`src/design/lmrs_pkg.sv`:
```
// Shared types, constants and helpers for the LED matrix row scan driver.
// No dependencies; imported by lmrs_serializer and the top module.
`default_nettype none

package lmrs_pkg;

    localparam int ROW_COUNT  = 25;
    localparam int HALF_WIDTH = 25;
    localparam int ROW_AW     = (ROW_COUNT > 1) ? $clog2(ROW_COUNT) : 1;
    localparam int WORD_W     = 64;
    localparam int HALF_W     = 32;
    localparam int DIGIT_W    = 4;
    localparam int DIGITS     = HALF_W / DIGIT_W;
    localparam int CNT_W      = $clog2(DIGITS + 1);

    typedef enum logic [1:0] {
        CMD_WRITE = 2'd0,
        CMD_CLEAR = 2'd1,
        CMD_SCAN  = 2'd2
    } t_cmd;

    typedef enum logic [3:0] {
        S_IDLE  = 4'b0001,
        S_WRITE = 4'b0010,
        S_SCAN  = 4'b0100,
        S_SER   = 4'b1000
    } t_state;

    typedef struct packed {
        logic       load;
        logic [7:0] code;
    } t_ser_ctl;

    typedef struct packed {
        logic busy;
    } t_ser_sts;

    function automatic logic [7:0] row_code(input logic [ROW_AW-1:0] row);
        logic [7:0] n;
        logic [7:0] t;
        n = 8'(row) + 8'd1;
        t = n - 8'd15;
        if (n < 8'd16) begin
            return n;
        end
        return {t[3:0], 4'b0000};
    endfunction

endpackage

`default_nettype wire

```
`src/design/lmrs_ram.sv`:
```
// Generic single-write, single-read RAM with registered read data.
// No dependencies.
`default_nettype none

module lmrs_ram #(
    parameter int WIDTH = 64,
    parameter int DEPTH = 25
) (
    input  wire                                      i_clk,
    input  wire                                      i_wr_en,
    input  wire  [((DEPTH > 1) ? $clog2(DEPTH) : 1)-1:0] i_wr_addr,
    input  wire  [WIDTH-1:0]                         i_wr_data,
    input  wire                                      i_rd_en,
    input  wire  [((DEPTH > 1) ? $clog2(DEPTH) : 1)-1:0] i_rd_addr,
    output logic [WIDTH-1:0]                         o_rd_data
);

    logic [WIDTH-1:0] r_mem [DEPTH];

    always_ff @(posedge i_clk) begin
        if (i_wr_en) begin
            r_mem[i_wr_addr] <= i_wr_data;
        end
        if (i_rd_en) begin
            o_rd_data <= r_mem[i_rd_addr];
        end
    end

endmodule

`default_nettype wire

```
`src/design/lmrs_serializer.sv`:
```
// Digit-serial output stage: shifts one row word into the two half-word
// output registers a digit per cycle, then presents the lit and blanking results.
// Depends on lmrs_pkg.
`default_nettype none

module lmrs_serializer (
    input  wire                         i_clk,
    input  wire                         i_rst_n,
    input  wire  lmrs_pkg::t_ser_ctl    i_ctl,
    input  wire  [lmrs_pkg::WORD_W-1:0] i_data,
    output lmrs_pkg::t_ser_sts          o_sts,
    output logic                        o_valid,
    input  wire                         i_stall,
    output logic [lmrs_pkg::HALF_W-1:0] o_right_bits,
    output logic [lmrs_pkg::HALF_W-1:0] o_left_bits,
    output logic [7:0]                  o_row_select,
    output logic                        o_lit,
    output logic                        o_last
);

    import lmrs_pkg::*;

    logic [WORD_W-1:0] r_src;
    logic [HALF_W-1:0] r_right;
    logic [HALF_W-1:0] r_left;
    logic [7:0]        r_code;
    logic [CNT_W-1:0]  r_cnt;
    logic              r_shift;
    logic              r_out_valid;
    logic              r_lit;

    always_ff @(posedge i_clk) begin
        if (!i_rst_n) begin
            r_shift     <= 1'b0;
            r_out_valid <= 1'b0;
            r_lit       <= 1'b0;
            r_cnt       <= '0;
        end else if (i_ctl.load) begin
            r_src   <= i_data;
            r_code  <= i_ctl.code;
            r_cnt   <= CNT_W'(DIGITS);
            r_shift <= 1'b1;
        end else if (r_shift) begin
            r_right <= {r_right[HALF_W-DIGIT_W-1:0], r_src[WORD_W-1 -: DIGIT_W]};
            r_left  <= {r_left[HALF_W-DIGIT_W-1:0], r_src[HALF_W-1 -: DIGIT_W]};
            r_src   <= r_src << DIGIT_W;
            r_cnt   <= r_cnt - CNT_W'(1);
            if (r_cnt == CNT_W'(1)) begin
                r_shift     <= 1'b0;
                r_out_valid <= 1'b1;
                r_lit       <= 1'b1;
            end
        end else if (r_out_valid && !i_stall) begin
            if (r_lit) begin
                r_lit   <= 1'b0;
                r_right <= '0;
                r_left  <= '0;
            end else begin
                r_out_valid <= 1'b0;
            end
        end
    end

    assign o_sts.busy   = r_shift | r_out_valid;
    assign o_valid      = r_out_valid;
    assign o_right_bits = r_right;
    assign o_left_bits  = r_left;
    assign o_row_select = r_code;
    assign o_lit        = r_lit;
    assign o_last       = ~r_lit;

    a_blank_zero: assert property (@(posedge i_clk) disable iff (!i_rst_n)
        (o_valid && !o_lit) |-> (o_right_bits == '0 && o_left_bits == '0))
        else $error("blanking result carries data");

    a_blank_follows: assert property (@(posedge i_clk) disable iff (!i_rst_n)
        (o_valid && o_lit && !i_stall) |=> (o_valid && !o_lit && $stable(o_row_select)))
        else $error("lit result not followed by blanking result");

    a_no_load_busy: assert property (@(posedge i_clk) disable iff (!i_rst_n)
        i_ctl.load |-> !o_sts.busy)
        else $error("load while busy");

endmodule

`default_nettype wire

```
`src/design/led_matrix_row_scan_driver_top.sv`:
```
// LED matrix row scan driver: command decode, frame store and scan control.
// Depends on lmrs_pkg, lmrs_ram and lmrs_serializer.
//
// Input channel (i_valid / o_stall) takes one command per transaction:
// write pixel, clear frame or scan the next row. Output channel
// (o_valid / i_stall) gives two transactions per scan: the lit latch with
// the row's right and left half words and its row-select code, then the
// blanking latch with zero data, the same code and o_last set.
// A pixel write reads and rewrites one store row. A clear works through
// per-row valid bits and leaves the input ready for the next command. A
// scan reads the row, then the serializer shifts 4 bits per half per
// cycle before the lit result appears; the next command is taken once
// both results have been delivered.
// Reset (synchronous, active low) empties the store and returns the scan
// to the first row. While the receiver stalls, the pending result holds and
// o_stall stays high.
`default_nettype none

module led_matrix_row_scan_driver_top (
    input  wire         i_clk,
    input  wire         i_rst_n,
    input  wire         i_valid,
    output logic        o_stall,
    input  wire  [1:0]  i_cmd,
    input  wire  [5:0]  i_column,
    input  wire  [4:0]  i_row_index,
    input  wire         i_pixel_on,
    output logic        o_valid,
    input  wire         i_stall,
    output logic [31:0] o_right_bits,
    output logic [31:0] o_left_bits,
    output logic [7:0]  o_row_select,
    output logic        o_lit,
    output logic        o_last
);

    import lmrs_pkg::*;

    t_state             r_state;
    t_state             n_state;
    logic [ROW_AW-1:0]  r_scan_row;
    logic [ROW_AW-1:0]  n_scan_row;
    logic [ROW_COUNT-1:0] r_valid;
    logic [ROW_AW-1:0]  r_row;
    logic [5:0]         r_pos;
    logic               r_on;
    logic [7:0]         r_code;

    logic               accept;
    logic               in_range;
    logic [5:0]         pos;
    logic [ROW_AW-1:0]  rd_addr;
    logic [WORD_W-1:0]  rd_data;
    logic [WORD_W-1:0]  base;
    logic [WORD_W-1:0]  mask;
    logic [WORD_W-1:0]  wr_data;
    logic               wr_en;
    t_ser_ctl           ser_ctl;
    t_ser_sts           ser_sts;

    assign accept   = i_valid && !o_stall;
    assign o_stall  = (r_state != S_IDLE);
    assign in_range = (i_row_index < 5'(ROW_COUNT)) &&
                      ({1'b0, i_column} < 7'(2 * HALF_WIDTH));
    assign pos      = (i_column < 6'(HALF_WIDTH)) ? i_column
                                                  : i_column + 6'(32 - HALF_WIDTH);
    assign rd_addr  = (i_cmd == CMD_SCAN) ? r_scan_row : i_row_index[ROW_AW-1:0];

    assign base    = r_valid[r_row] ? rd_data : '0;
    assign mask    = WORD_W'(1) << r_pos;
    assign wr_data = r_on ? (base | mask) : (base & ~mask);
    assign wr_en   = (r_state == S_WRITE);

    assign ser_ctl.load = (r_state == S_SCAN);
    assign ser_ctl.code = r_code;

    always_comb begin
        n_state    = r_state;
        n_scan_row = r_scan_row;
        case (r_state)
            S_IDLE: begin
                if (accept) begin
                    case (t_cmd'(i_cmd))
                        CMD_WRITE: begin
                            if (in_range) begin
                                n_state = S_WRITE;
                            end
                        end
                        CMD_SCAN: begin
                            n_state = S_SCAN;
                            if (r_scan_row == ROW_AW'(ROW_COUNT - 1)) begin
                                n_scan_row = '0;
                            end else begin
                                n_scan_row = r_scan_row + ROW_AW'(1);
                            end
                        end
                        default: begin
                        end
                    endcase
                end
            end
            S_WRITE: n_state = S_IDLE;
            S_SCAN:  n_state = S_SER;
            S_SER: begin
                if (!ser_sts.busy) begin
                    n_state = S_IDLE;
                end
            end
            default: n_state = S_IDLE;
        endcase
    end

    always_ff @(posedge i_clk) begin
        if (!i_rst_n) begin
            r_state    <= S_IDLE;
            r_scan_row <= '0;
            r_valid    <= '0;
        end else begin
            r_state    <= n_state;
            r_scan_row <= n_scan_row;
            if (accept && i_cmd == CMD_CLEAR) begin
                r_valid <= '0;
            end else if (wr_en) begin
                r_valid[r_row] <= 1'b1;
            end
        end
    end

    always_ff @(posedge i_clk) begin
        if (accept) begin
            r_row  <= rd_addr;
            r_pos  <= pos;
            r_on   <= i_pixel_on;
            r_code <= row_code(r_scan_row);
        end
    end

    lmrs_ram #(
        .WIDTH (WORD_W),
        .DEPTH (ROW_COUNT)
    ) u_store (
        .i_clk     (i_clk),
        .i_wr_en   (wr_en),
        .i_wr_addr (r_row),
        .i_wr_data (wr_data),
        .i_rd_en   (accept),
        .i_rd_addr (rd_addr),
        .o_rd_data (rd_data)
    );

    lmrs_serializer u_ser (
        .i_clk        (i_clk),
        .i_rst_n      (i_rst_n),
        .i_ctl        (ser_ctl),
        .i_data       (base),
        .o_sts        (ser_sts),
        .o_valid      (o_valid),
        .i_stall      (i_stall),
        .o_right_bits (o_right_bits),
        .o_left_bits  (o_left_bits),
        .o_row_select (o_row_select),
        .o_lit        (o_lit),
        .o_last       (o_last)
    );

    a_scan_row_bound: assert property (@(posedge i_clk) disable iff (!i_rst_n)
        r_scan_row < ROW_AW'(ROW_COUNT))
        else $error("scan row out of range");

    a_write_row_bound: assert property (@(posedge i_clk) disable iff (!i_rst_n)
        wr_en |-> (r_row < ROW_AW'(ROW_COUNT)))
        else $error("store write outside frame");

    a_output_only_in_scan: assert property (@(posedge i_clk) disable iff (!i_rst_n)
        o_valid |-> (r_state == S_SER))
        else $error("result outside scan");

endmodule

`default_nettype wire
```
`config.mk`:
```
export PLATFORM = sky130hd
export DESIGN_NAME = led_matrix_row_scan_driver_top
export DESIGN_NICKNAME = d
export VERILOG_FILES = /design/src/design/lmrs_pkg.sv /design/src/design/lmrs_ram.sv /design/src/design/lmrs_serializer.sv /design/src/design/led_matrix_row_scan_driver_top.sv
export SDC_FILE = /design/constraint.sdc
export NUM_CORES = 2
export LEC_CHECK = 0
export BUFFER_PORTS_ARGS = -buffer_cell sky130_fd_sc_hd__buf_4
export CAP_MARGIN = 20
export CORE_ASPECT_RATIO = 1.75
export CORE_MARGIN = 5
export CORE_UTILIZATION = 45
export CTS_CLUSTER_DIAMETER = 50
export DETAILED_ROUTE_END_ITERATION = 8
export GPL_TIMING_DRIVEN = 0
export SETUP_SLACK_MARGIN = 0.3
export SYNTH_ARGS = -nofsm -noshare
export SYNTH_HDL_FRONTEND = slang
export SYNTH_HIERARCHICAL = 1
export SYNTH_SLANG_ARGS = --single-unit
```
`constraint.sdc`:
```
create_clock -name i_clk -period 5 [get_ports i_clk]
set_clock_uncertainty 0.15 [all_clocks]
set_input_delay 0.25 -clock i_clk [delete_from_list [all_inputs] [get_ports i_clk]]
set_output_delay 0.25 -clock i_clk [all_outputs]
set_load 0.005 [all_outputs]
```
**Yosys cells after proc, flatten, opt, wreduce, memory -nomap -nowiden**

Memory sizes are Yosys's and may differ from the RTL's. A register that Yosys moved wholly into a read port is not among the register bits.
Cells that the tools add are included.

- Bits in registers: 197
- Bits in writable memories: 1600
- Input bits: 18
- Output and inout port bits: 76
- Word-level logic and storage cells: 110
- Memories: 1

- Add/sub/neg operators: 5
- $lt $le $gt $ge: 6
- Equal/unequal tests: 15
- Shift operators: 1
- Muxes and demuxes: 37
- Bitwise logic cells: 8
- Reduce and logical (&&, ||, !) cells: 20

Memory list:

| name | depth | bits a word | rd ports | clocked after memory_dff | wr ports | line | text |
|---|---|---|---|---|---|---|---|
| u_store.r_mem | 25 | 64 | 1 | 1 | 1 | lmrs_ram.sv:18 | `logic [WIDTH-1:0] r_mem [DEPTH];` |

Operators by type and width:

| kind | number |
|---|---|
| 2-to-1 mux 64 bit | 4 |
| 2-to-1 mux 32 bit | 4 |
| bitwise AND 64 bit | 1 |
| NOT 64 bit | 1 |
| bitwise OR 64 bit | 1 |
| left shift 1 x 6 -> 64 bit (first input constant) | 1 |
| bitwise OR 25 bit | 1 |
| 2-to-1 mux 4 bit | 5 |
| 2-to-1 mux 8 bit | 2 |
| 2-to-1 mux 1 bit | 15 |
| less-than comparator 6 x 5 -> 1 bit (second input constant) | 2 |
| one-hot mux 4 bit (3 select lines) | 1 |
| AND reduction 4 bit | 3 |
| 2-to-1 mux 5 bit | 2 |
| == test 4 x 1 -> 1 bit (second input constant) | 2 |
| one-hot mux 4 bit (2 select lines) | 1 |
| adder 5 x 1 -> 6 bit (second input constant) | 1 |
| adder 6 x 3 -> 6 bit (second input constant) | 1 |
| less-than comparator 5 x 6 -> 1 bit (second input constant) | 1 |
| less-than comparator 6 bit (second input constant) | 1 |
| 2-to-1 mux 6 bit | 1 |
| inequality test 2 bit (second input constant) | 3 |
| AND reduction 3 bit | 2 |
| nonzero test 2 bit | 3 |
| 24 further kinds | 33 |

**Logic depth before layout (Yosys ltp)**

- Depth in word-level cells: 6
- Gate-level depth with buffers: 12
- Mapped depth without buffers: 8

**Modules after synthesis**

Netlist, hierarchy kept.

By module, submodules not included:

| module | times used | cells an instance | area an instance (µm²) | sequential area each (µm²) |
|---|---|---|---|---|
| lmrs_ram | 1 | 2729 | 62393.6 | 49967.9 |
| lmrs_serializer | 1 | 322 | 5688.0 | 4224.1 |
| led_matrix_row_scan_driver_top | 1 | 571 | 4295.4 | 1281.2 |

**Worst setup path after synthesis**

No wires, ideal clock.

- Path kind: reg-to-reg
- Start point: register r_state[0]
- End point: register r_code[0] (enable)
- Setup time: 527 ps
- Data arrival time: 4411 ps
- Required time: 4323 ps
- Setup slack: -89 ps
- Stages on the path, launching flop included: 3
- Path buffers: 0
- Period minus slack after synthesis: 5089 ps
- Cells stage by stage: dfxtp_1 > or4b_4 > nor2_1

- Longest elaborated chain between the ends: 3

RTL lines:

| item | line | text |
|---|---|---|
| start, declared | led_matrix_row_scan_driver_top.sv:39 | `t_state r_state;` |
| start signal, assigned | led_matrix_row_scan_driver_top.sv:119 | `r_state <= n_state;` |
| inequality test 4 x 1 -> 1 bit | led_matrix_row_scan_driver_top.sv:62 | `assign o_stall = (r_state != S_IDLE);` |
| named net o_stall | led_matrix_row_scan_driver_top.sv:23 | `output logic o_stall,` |
| logical NOT 1 bit | led_matrix_row_scan_driver_top.sv:61 | `assign accept = i_valid && !o_stall;` |
| logical AND 1 bit | led_matrix_row_scan_driver_top.sv:61 |  |
| named net accept | led_matrix_row_scan_driver_top.sv:49 | `logic accept;` |
| end signal, assigned | led_matrix_row_scan_driver_top.sv:134 | `r_code <= row_code(r_scan_row);` |
| end, declared | led_matrix_row_scan_driver_top.sv:47 | `logic [7:0] r_code;` |

The timed path passes the listed nets, and every way through them passes these cells.
A chain may end at the register's enable or synchronous reset.

**Worst setup path in the final report**

- Start point: input port i_cmd[0]
- End point: register u_store.o_rd_data[14] (read register of u_store.r_mem) (data pin)

- Longest elaborated chain between the ends: 2

RTL lines:

| item | line | text |
|---|---|---|
| start, declared | led_matrix_row_scan_driver_top.sv:24 | `input wire [1:0] i_cmd,` |
| == test 2 bit | led_matrix_row_scan_driver_top.sv:67 | `assign rd_addr = (i_cmd == CMD_SCAN) ? r_scan_row : i_row_index[ROW_AW-1:0];` |
| 2-to-1 mux 5 bit | led_matrix_row_scan_driver_top.sv:67 |  |
| named net rd_addr[1] | led_matrix_row_scan_driver_top.sv:52 | `logic [ROW_AW-1:0] rd_addr;` |
| end, declared | lmrs_ram.sv:15 | `output logic [WIDTH-1:0] o_rd_data` |

The timed path passes the listed nets, and every way through them passes these cells.

==> key figures <==
Run status
  • Status: complete, no violations

Final layout
  • Post-route insts no fill: ~6,200
  • Post-route cell area: 0.08381 mm²
  • Fin nets: 4,054
  • Commonest non-fill, non-tap cell in the layout: edfxtp_1
  • Most frequent cells in the layout: edfxtp_1, mux4_2, clkbuf_16
  • Util after Layout: 52.47%
  • P&R area growth vs syn: 15.79%
  • FILL cells: ~12,000
  • Layout cells sized above 1: 25.27%

Worst setup path
  • Critical Path AT: 5.04 ns
  • FF-to-FF setup slack: approximately 0.32 ns
  • Crit. End Element: register
  • CP max stage delay: between 0.7 and 0.8 ns
  • Crit path kind: in -> reg
  • CP startpoint: i_cmd[0]
  • Worst path required time: 5.35 ns
  • Critical-path top delay cell: clkbuf_1
  • R2R Path Start: r_scan_row[1]$_SDFFE_PN0P_
  • CP Launch Type: input pin
  • CP max FO: 10
  • CP bufs+invs: 6
  • CP Cell Sequence: dlygate4sd3_1, buf_4, nand2b_1, clkbuf_1, o21ai_0, buf_2, buf_2, clkbuf_1, mux4_2, a221oi_1, o21ai_1
  • CP top delay family: buffers and inverters

Clocking
  • Num CTS Buffers: 172
  • Clk_lat worst skew: between 0.8 and 0.9 ns
  • Clk buf depth: 4
  • Htree depth: 4
  • Clk slew on worst S/H paths: ~0.07 ns
  • Root Buffer: clkbuf_16
  • Sinks on Clock Net: 1,861
  • CTS tree: done

Floorplanning
  • DIE WIDTH: 313.2 µm
  • DIE AREA: 0.1693 mm²
  • Row cnt: between 150 and 200
  • Core Region: 0.1597 mm²
  • Initial Utilization: approximately 45%
  • # IOs: 94
  • Die Y: 540.5 µm

Timing
  • Final setup fails: 0
  • Highest clock rate: about 210 MHz
  • WHS: 0.08764 ns
  • Final worst-path cycle share: a little over nine tenths
  • Max Slew Vio Count: 0
  • RSZ-0062 raised after global routing: false
  • Worst Max-Slew Pin Slew: 1.205 ns
  • Hold Vio Cnt, Final: 0
  • Min cycle time layout: about 4.7 ns
  • Setup TNS: 0 ns
  • Worst relative slew slack: roughly 20%

Logic synthesis
  • Synth unique cells: 64
  • Mapped Avg Cell Area: 19.98 µm²
  • Synth top area share: 75.51%
  • Multiplexer share of the synthesized area: 13.48%
  • Post-synthesis async set-or-reset flop share: 0%
  • Complex-gate fraction of the synthesized area: 4.277%
  • Post-Syn Nets: 3,646
  • Synth warnings: 6
  • Seq cells post-synth: 1,861
  • Largest family of logic cells by synthesized area: multiplexers
  • Post-synthesis simple-gate area fraction: 3.672%
  • Post-Syn Instances: 3,622
  • Ranking of synthesized cells by area: edfxtp_1, mux4_2, mux2i_1, and2_1, dfxtp_1
  • Post-synthesis sequential area ratio: 76.64%
  • Fraction of the mapped netlist area in adder cells: 0.1037%
  • Cell Area, Synth: about 0.072 mm²
  • EDFF count, synth: about 1,800
  • Top FF cell, synth: edfxtp_1
  • XOR/XNOR Fraction of Synth Area: 0.1331%
  • Post-synth top area cell: edfxtp_1

Global routing
  • Met3 Track Usage GR: 2.736%
  • First-pass GRT wire length: 285,600 µm
  • Initial antenna violation count: 4
  • GRT busiest layer: met2
  • GR Util All Layers: 23.61%
  • M2 GR Usage: a little over two fifths
  • M1 GR Usage: 27.07%
  • Pin count of the biggest net entering global routing: 36
  • Global route total overflow: 0
  • Vias in the first global route: 38,370

Place
  • HPWL Detailed: around 140,000 µm
  • PortBufs: 93
  • Cells after DPL: 5,886
  • Area after DPL: 0.07815 mm²
  • Routability cong.: ~0.95

Drt
  • Drt wl/cell: 32.59 µm
  • Total number of vias: between 30,000 and 40,000
  • DRT Wirelength: between 200,000 and 250,000 µm
  • DRC violation count after routing: 0
  • Initial DRC count: ~3,700
  • Via/cell ratio: 6.042
  • First-pass iteration count of the detailed router: 8
  • Detail Route Antenna Nets: 0

Hold path
  • Hold Path Origin: i_pixel_on
  • HP Class: in -> reg

Run
  • Reported max-cap violation count: 0

Power
  • Worst VDD drop: about 0.00023 V
  • Pwr dens: 387.8 mW/mm²
  • Lkg Pwr: 26.77 nW
==> registers in the layout, summed over array words and instances (netlist names) <==
signal and count:
u_store/r_mem 1600, u_ser/r_src 64, u_store/o_rd_data 64, u_ser/o_left_bits 32
u_ser/o_right_bits 32, r_valid 25, r_code 8, u_ser/o_row_select 8
r_pos 6, r_row 5, r_scan_row 5, r_state 4
u_ser/r_cnt 4, r_on 1, u_ser/o_lit 1, u_ser/o_valid 1
u_ser/r_shift 1
==> layout make-up <==
cell class / count / area [µm²] / area share [%]
Sequential cell: 1861 / 55470 / 66.19
Multi-Input combinational cell: 1544 / 16020 / 19.11
Clock buffer: 207 / 4513 / 5.385
Timing Repair Buffer: 234 / 3152 / 3.761
Tap cell: 2058 / 2575 / 3.073
Buffer: 194 / 1139 / 1.359
Clock inverter: 85 / 843.3 / 1.006
Inverter: 23 / 86.33 / 0.1030
Antenna cell: 2 / 5.005 / 0.005972
==> synth_stat cells, types with 26 or more instances <==
library cell	instances
edfxtp_1	1820
mux4_2	349
nand2_1	159
and2_1	145
nor2_1	132
o21ai_0	117
mux2i_1	110
clkbuf_1	72
a21oi_1	71
o22ai_1	66
buf_2	56
mux2_2	51
a221oi_1	44
o21ai_1	43
dfxtp_1	41
a32o_1	32
a22oi_1	27
buf_6	26
==> metrics by stage <==
| step | worst slack [ns] | total power, mW |
|---|---|---|
| 5_1_grt | 0.3221 | 33.46 |
| 6_report | 0.3092 | 32.50 |
| 3_5_place_dp | -0.01749 | 20.01 |
| 2_1_floorplan | 0.3014 | 19.00 |
| 3_3_place_gp | -4.219 | 19.89 |
| 4_1_cts | 0.3064 | 32.76 |
==> routing by layer <==
| metal | vias up | wire, µm |
|---|---|---|
| li1 | 15640 | - |
| met5 | - | 12 |
| met3 | 417 | 10420 |
| met4 | 2 | 11180 |
| met2 | 1521 | 110600 |
| met1 | 19930 | 70060 |
==> cell families (layout without fill, tap and decap cells) <==
group | Yosys count | in the layout
adder cells (fa/ha/maj) | 6 | 6
other | 0 | 2
multiplexers | 525 | 525
buffers and inverters | 217 | 743
flip-flops | 1861 | 1861
AND/OR/NAND/NOR | 537 | 537
AO/OA/AOI/OAI | 465 | 465
XOR/XNOR | 11 | 11
==> worst paths after layout <==
check                                                       end  depth (start not counted)
worst max-delay path            u_store/o_rd_data[14]$_DFFE_PP_                         11
worst min-delay path                             r_on$_DFFE_PP_                          2
worst max register to register  u_store/o_rd_data[14]$_DFFE_PP_                          8
worst min register to register  u_ser/o_row_select[6]$_DFFE_PP_                          0
==> power by group <==
group	total [mW]	switching [mW]	internal, mW
registers	17.5	0.0902	17.4
clock network	12.8	5.57	7.25
logic	2.22	1.47	0.749
total	32.5	7.13	25.4
==> what timing repair did <==
item,CTS,global route
hold endpoints to repair,117,0
gates resized for setup,1,0
endpoints found under the setup margin,2,0
hold buffers,25,0
setup buffers,0,0
==> worst register-to-register path: cells and delay by family (launching register included) <==
kind / cells / cell delay [ns]
multiplexers: 1 / 0.43
AO/OA/AOI/OAI: 3 / 1.65
flip-flops: 1 / 0.41
buffers and inverters: 4 / 1.75
No activity file was read; power rests on OpenSTA's default activity.
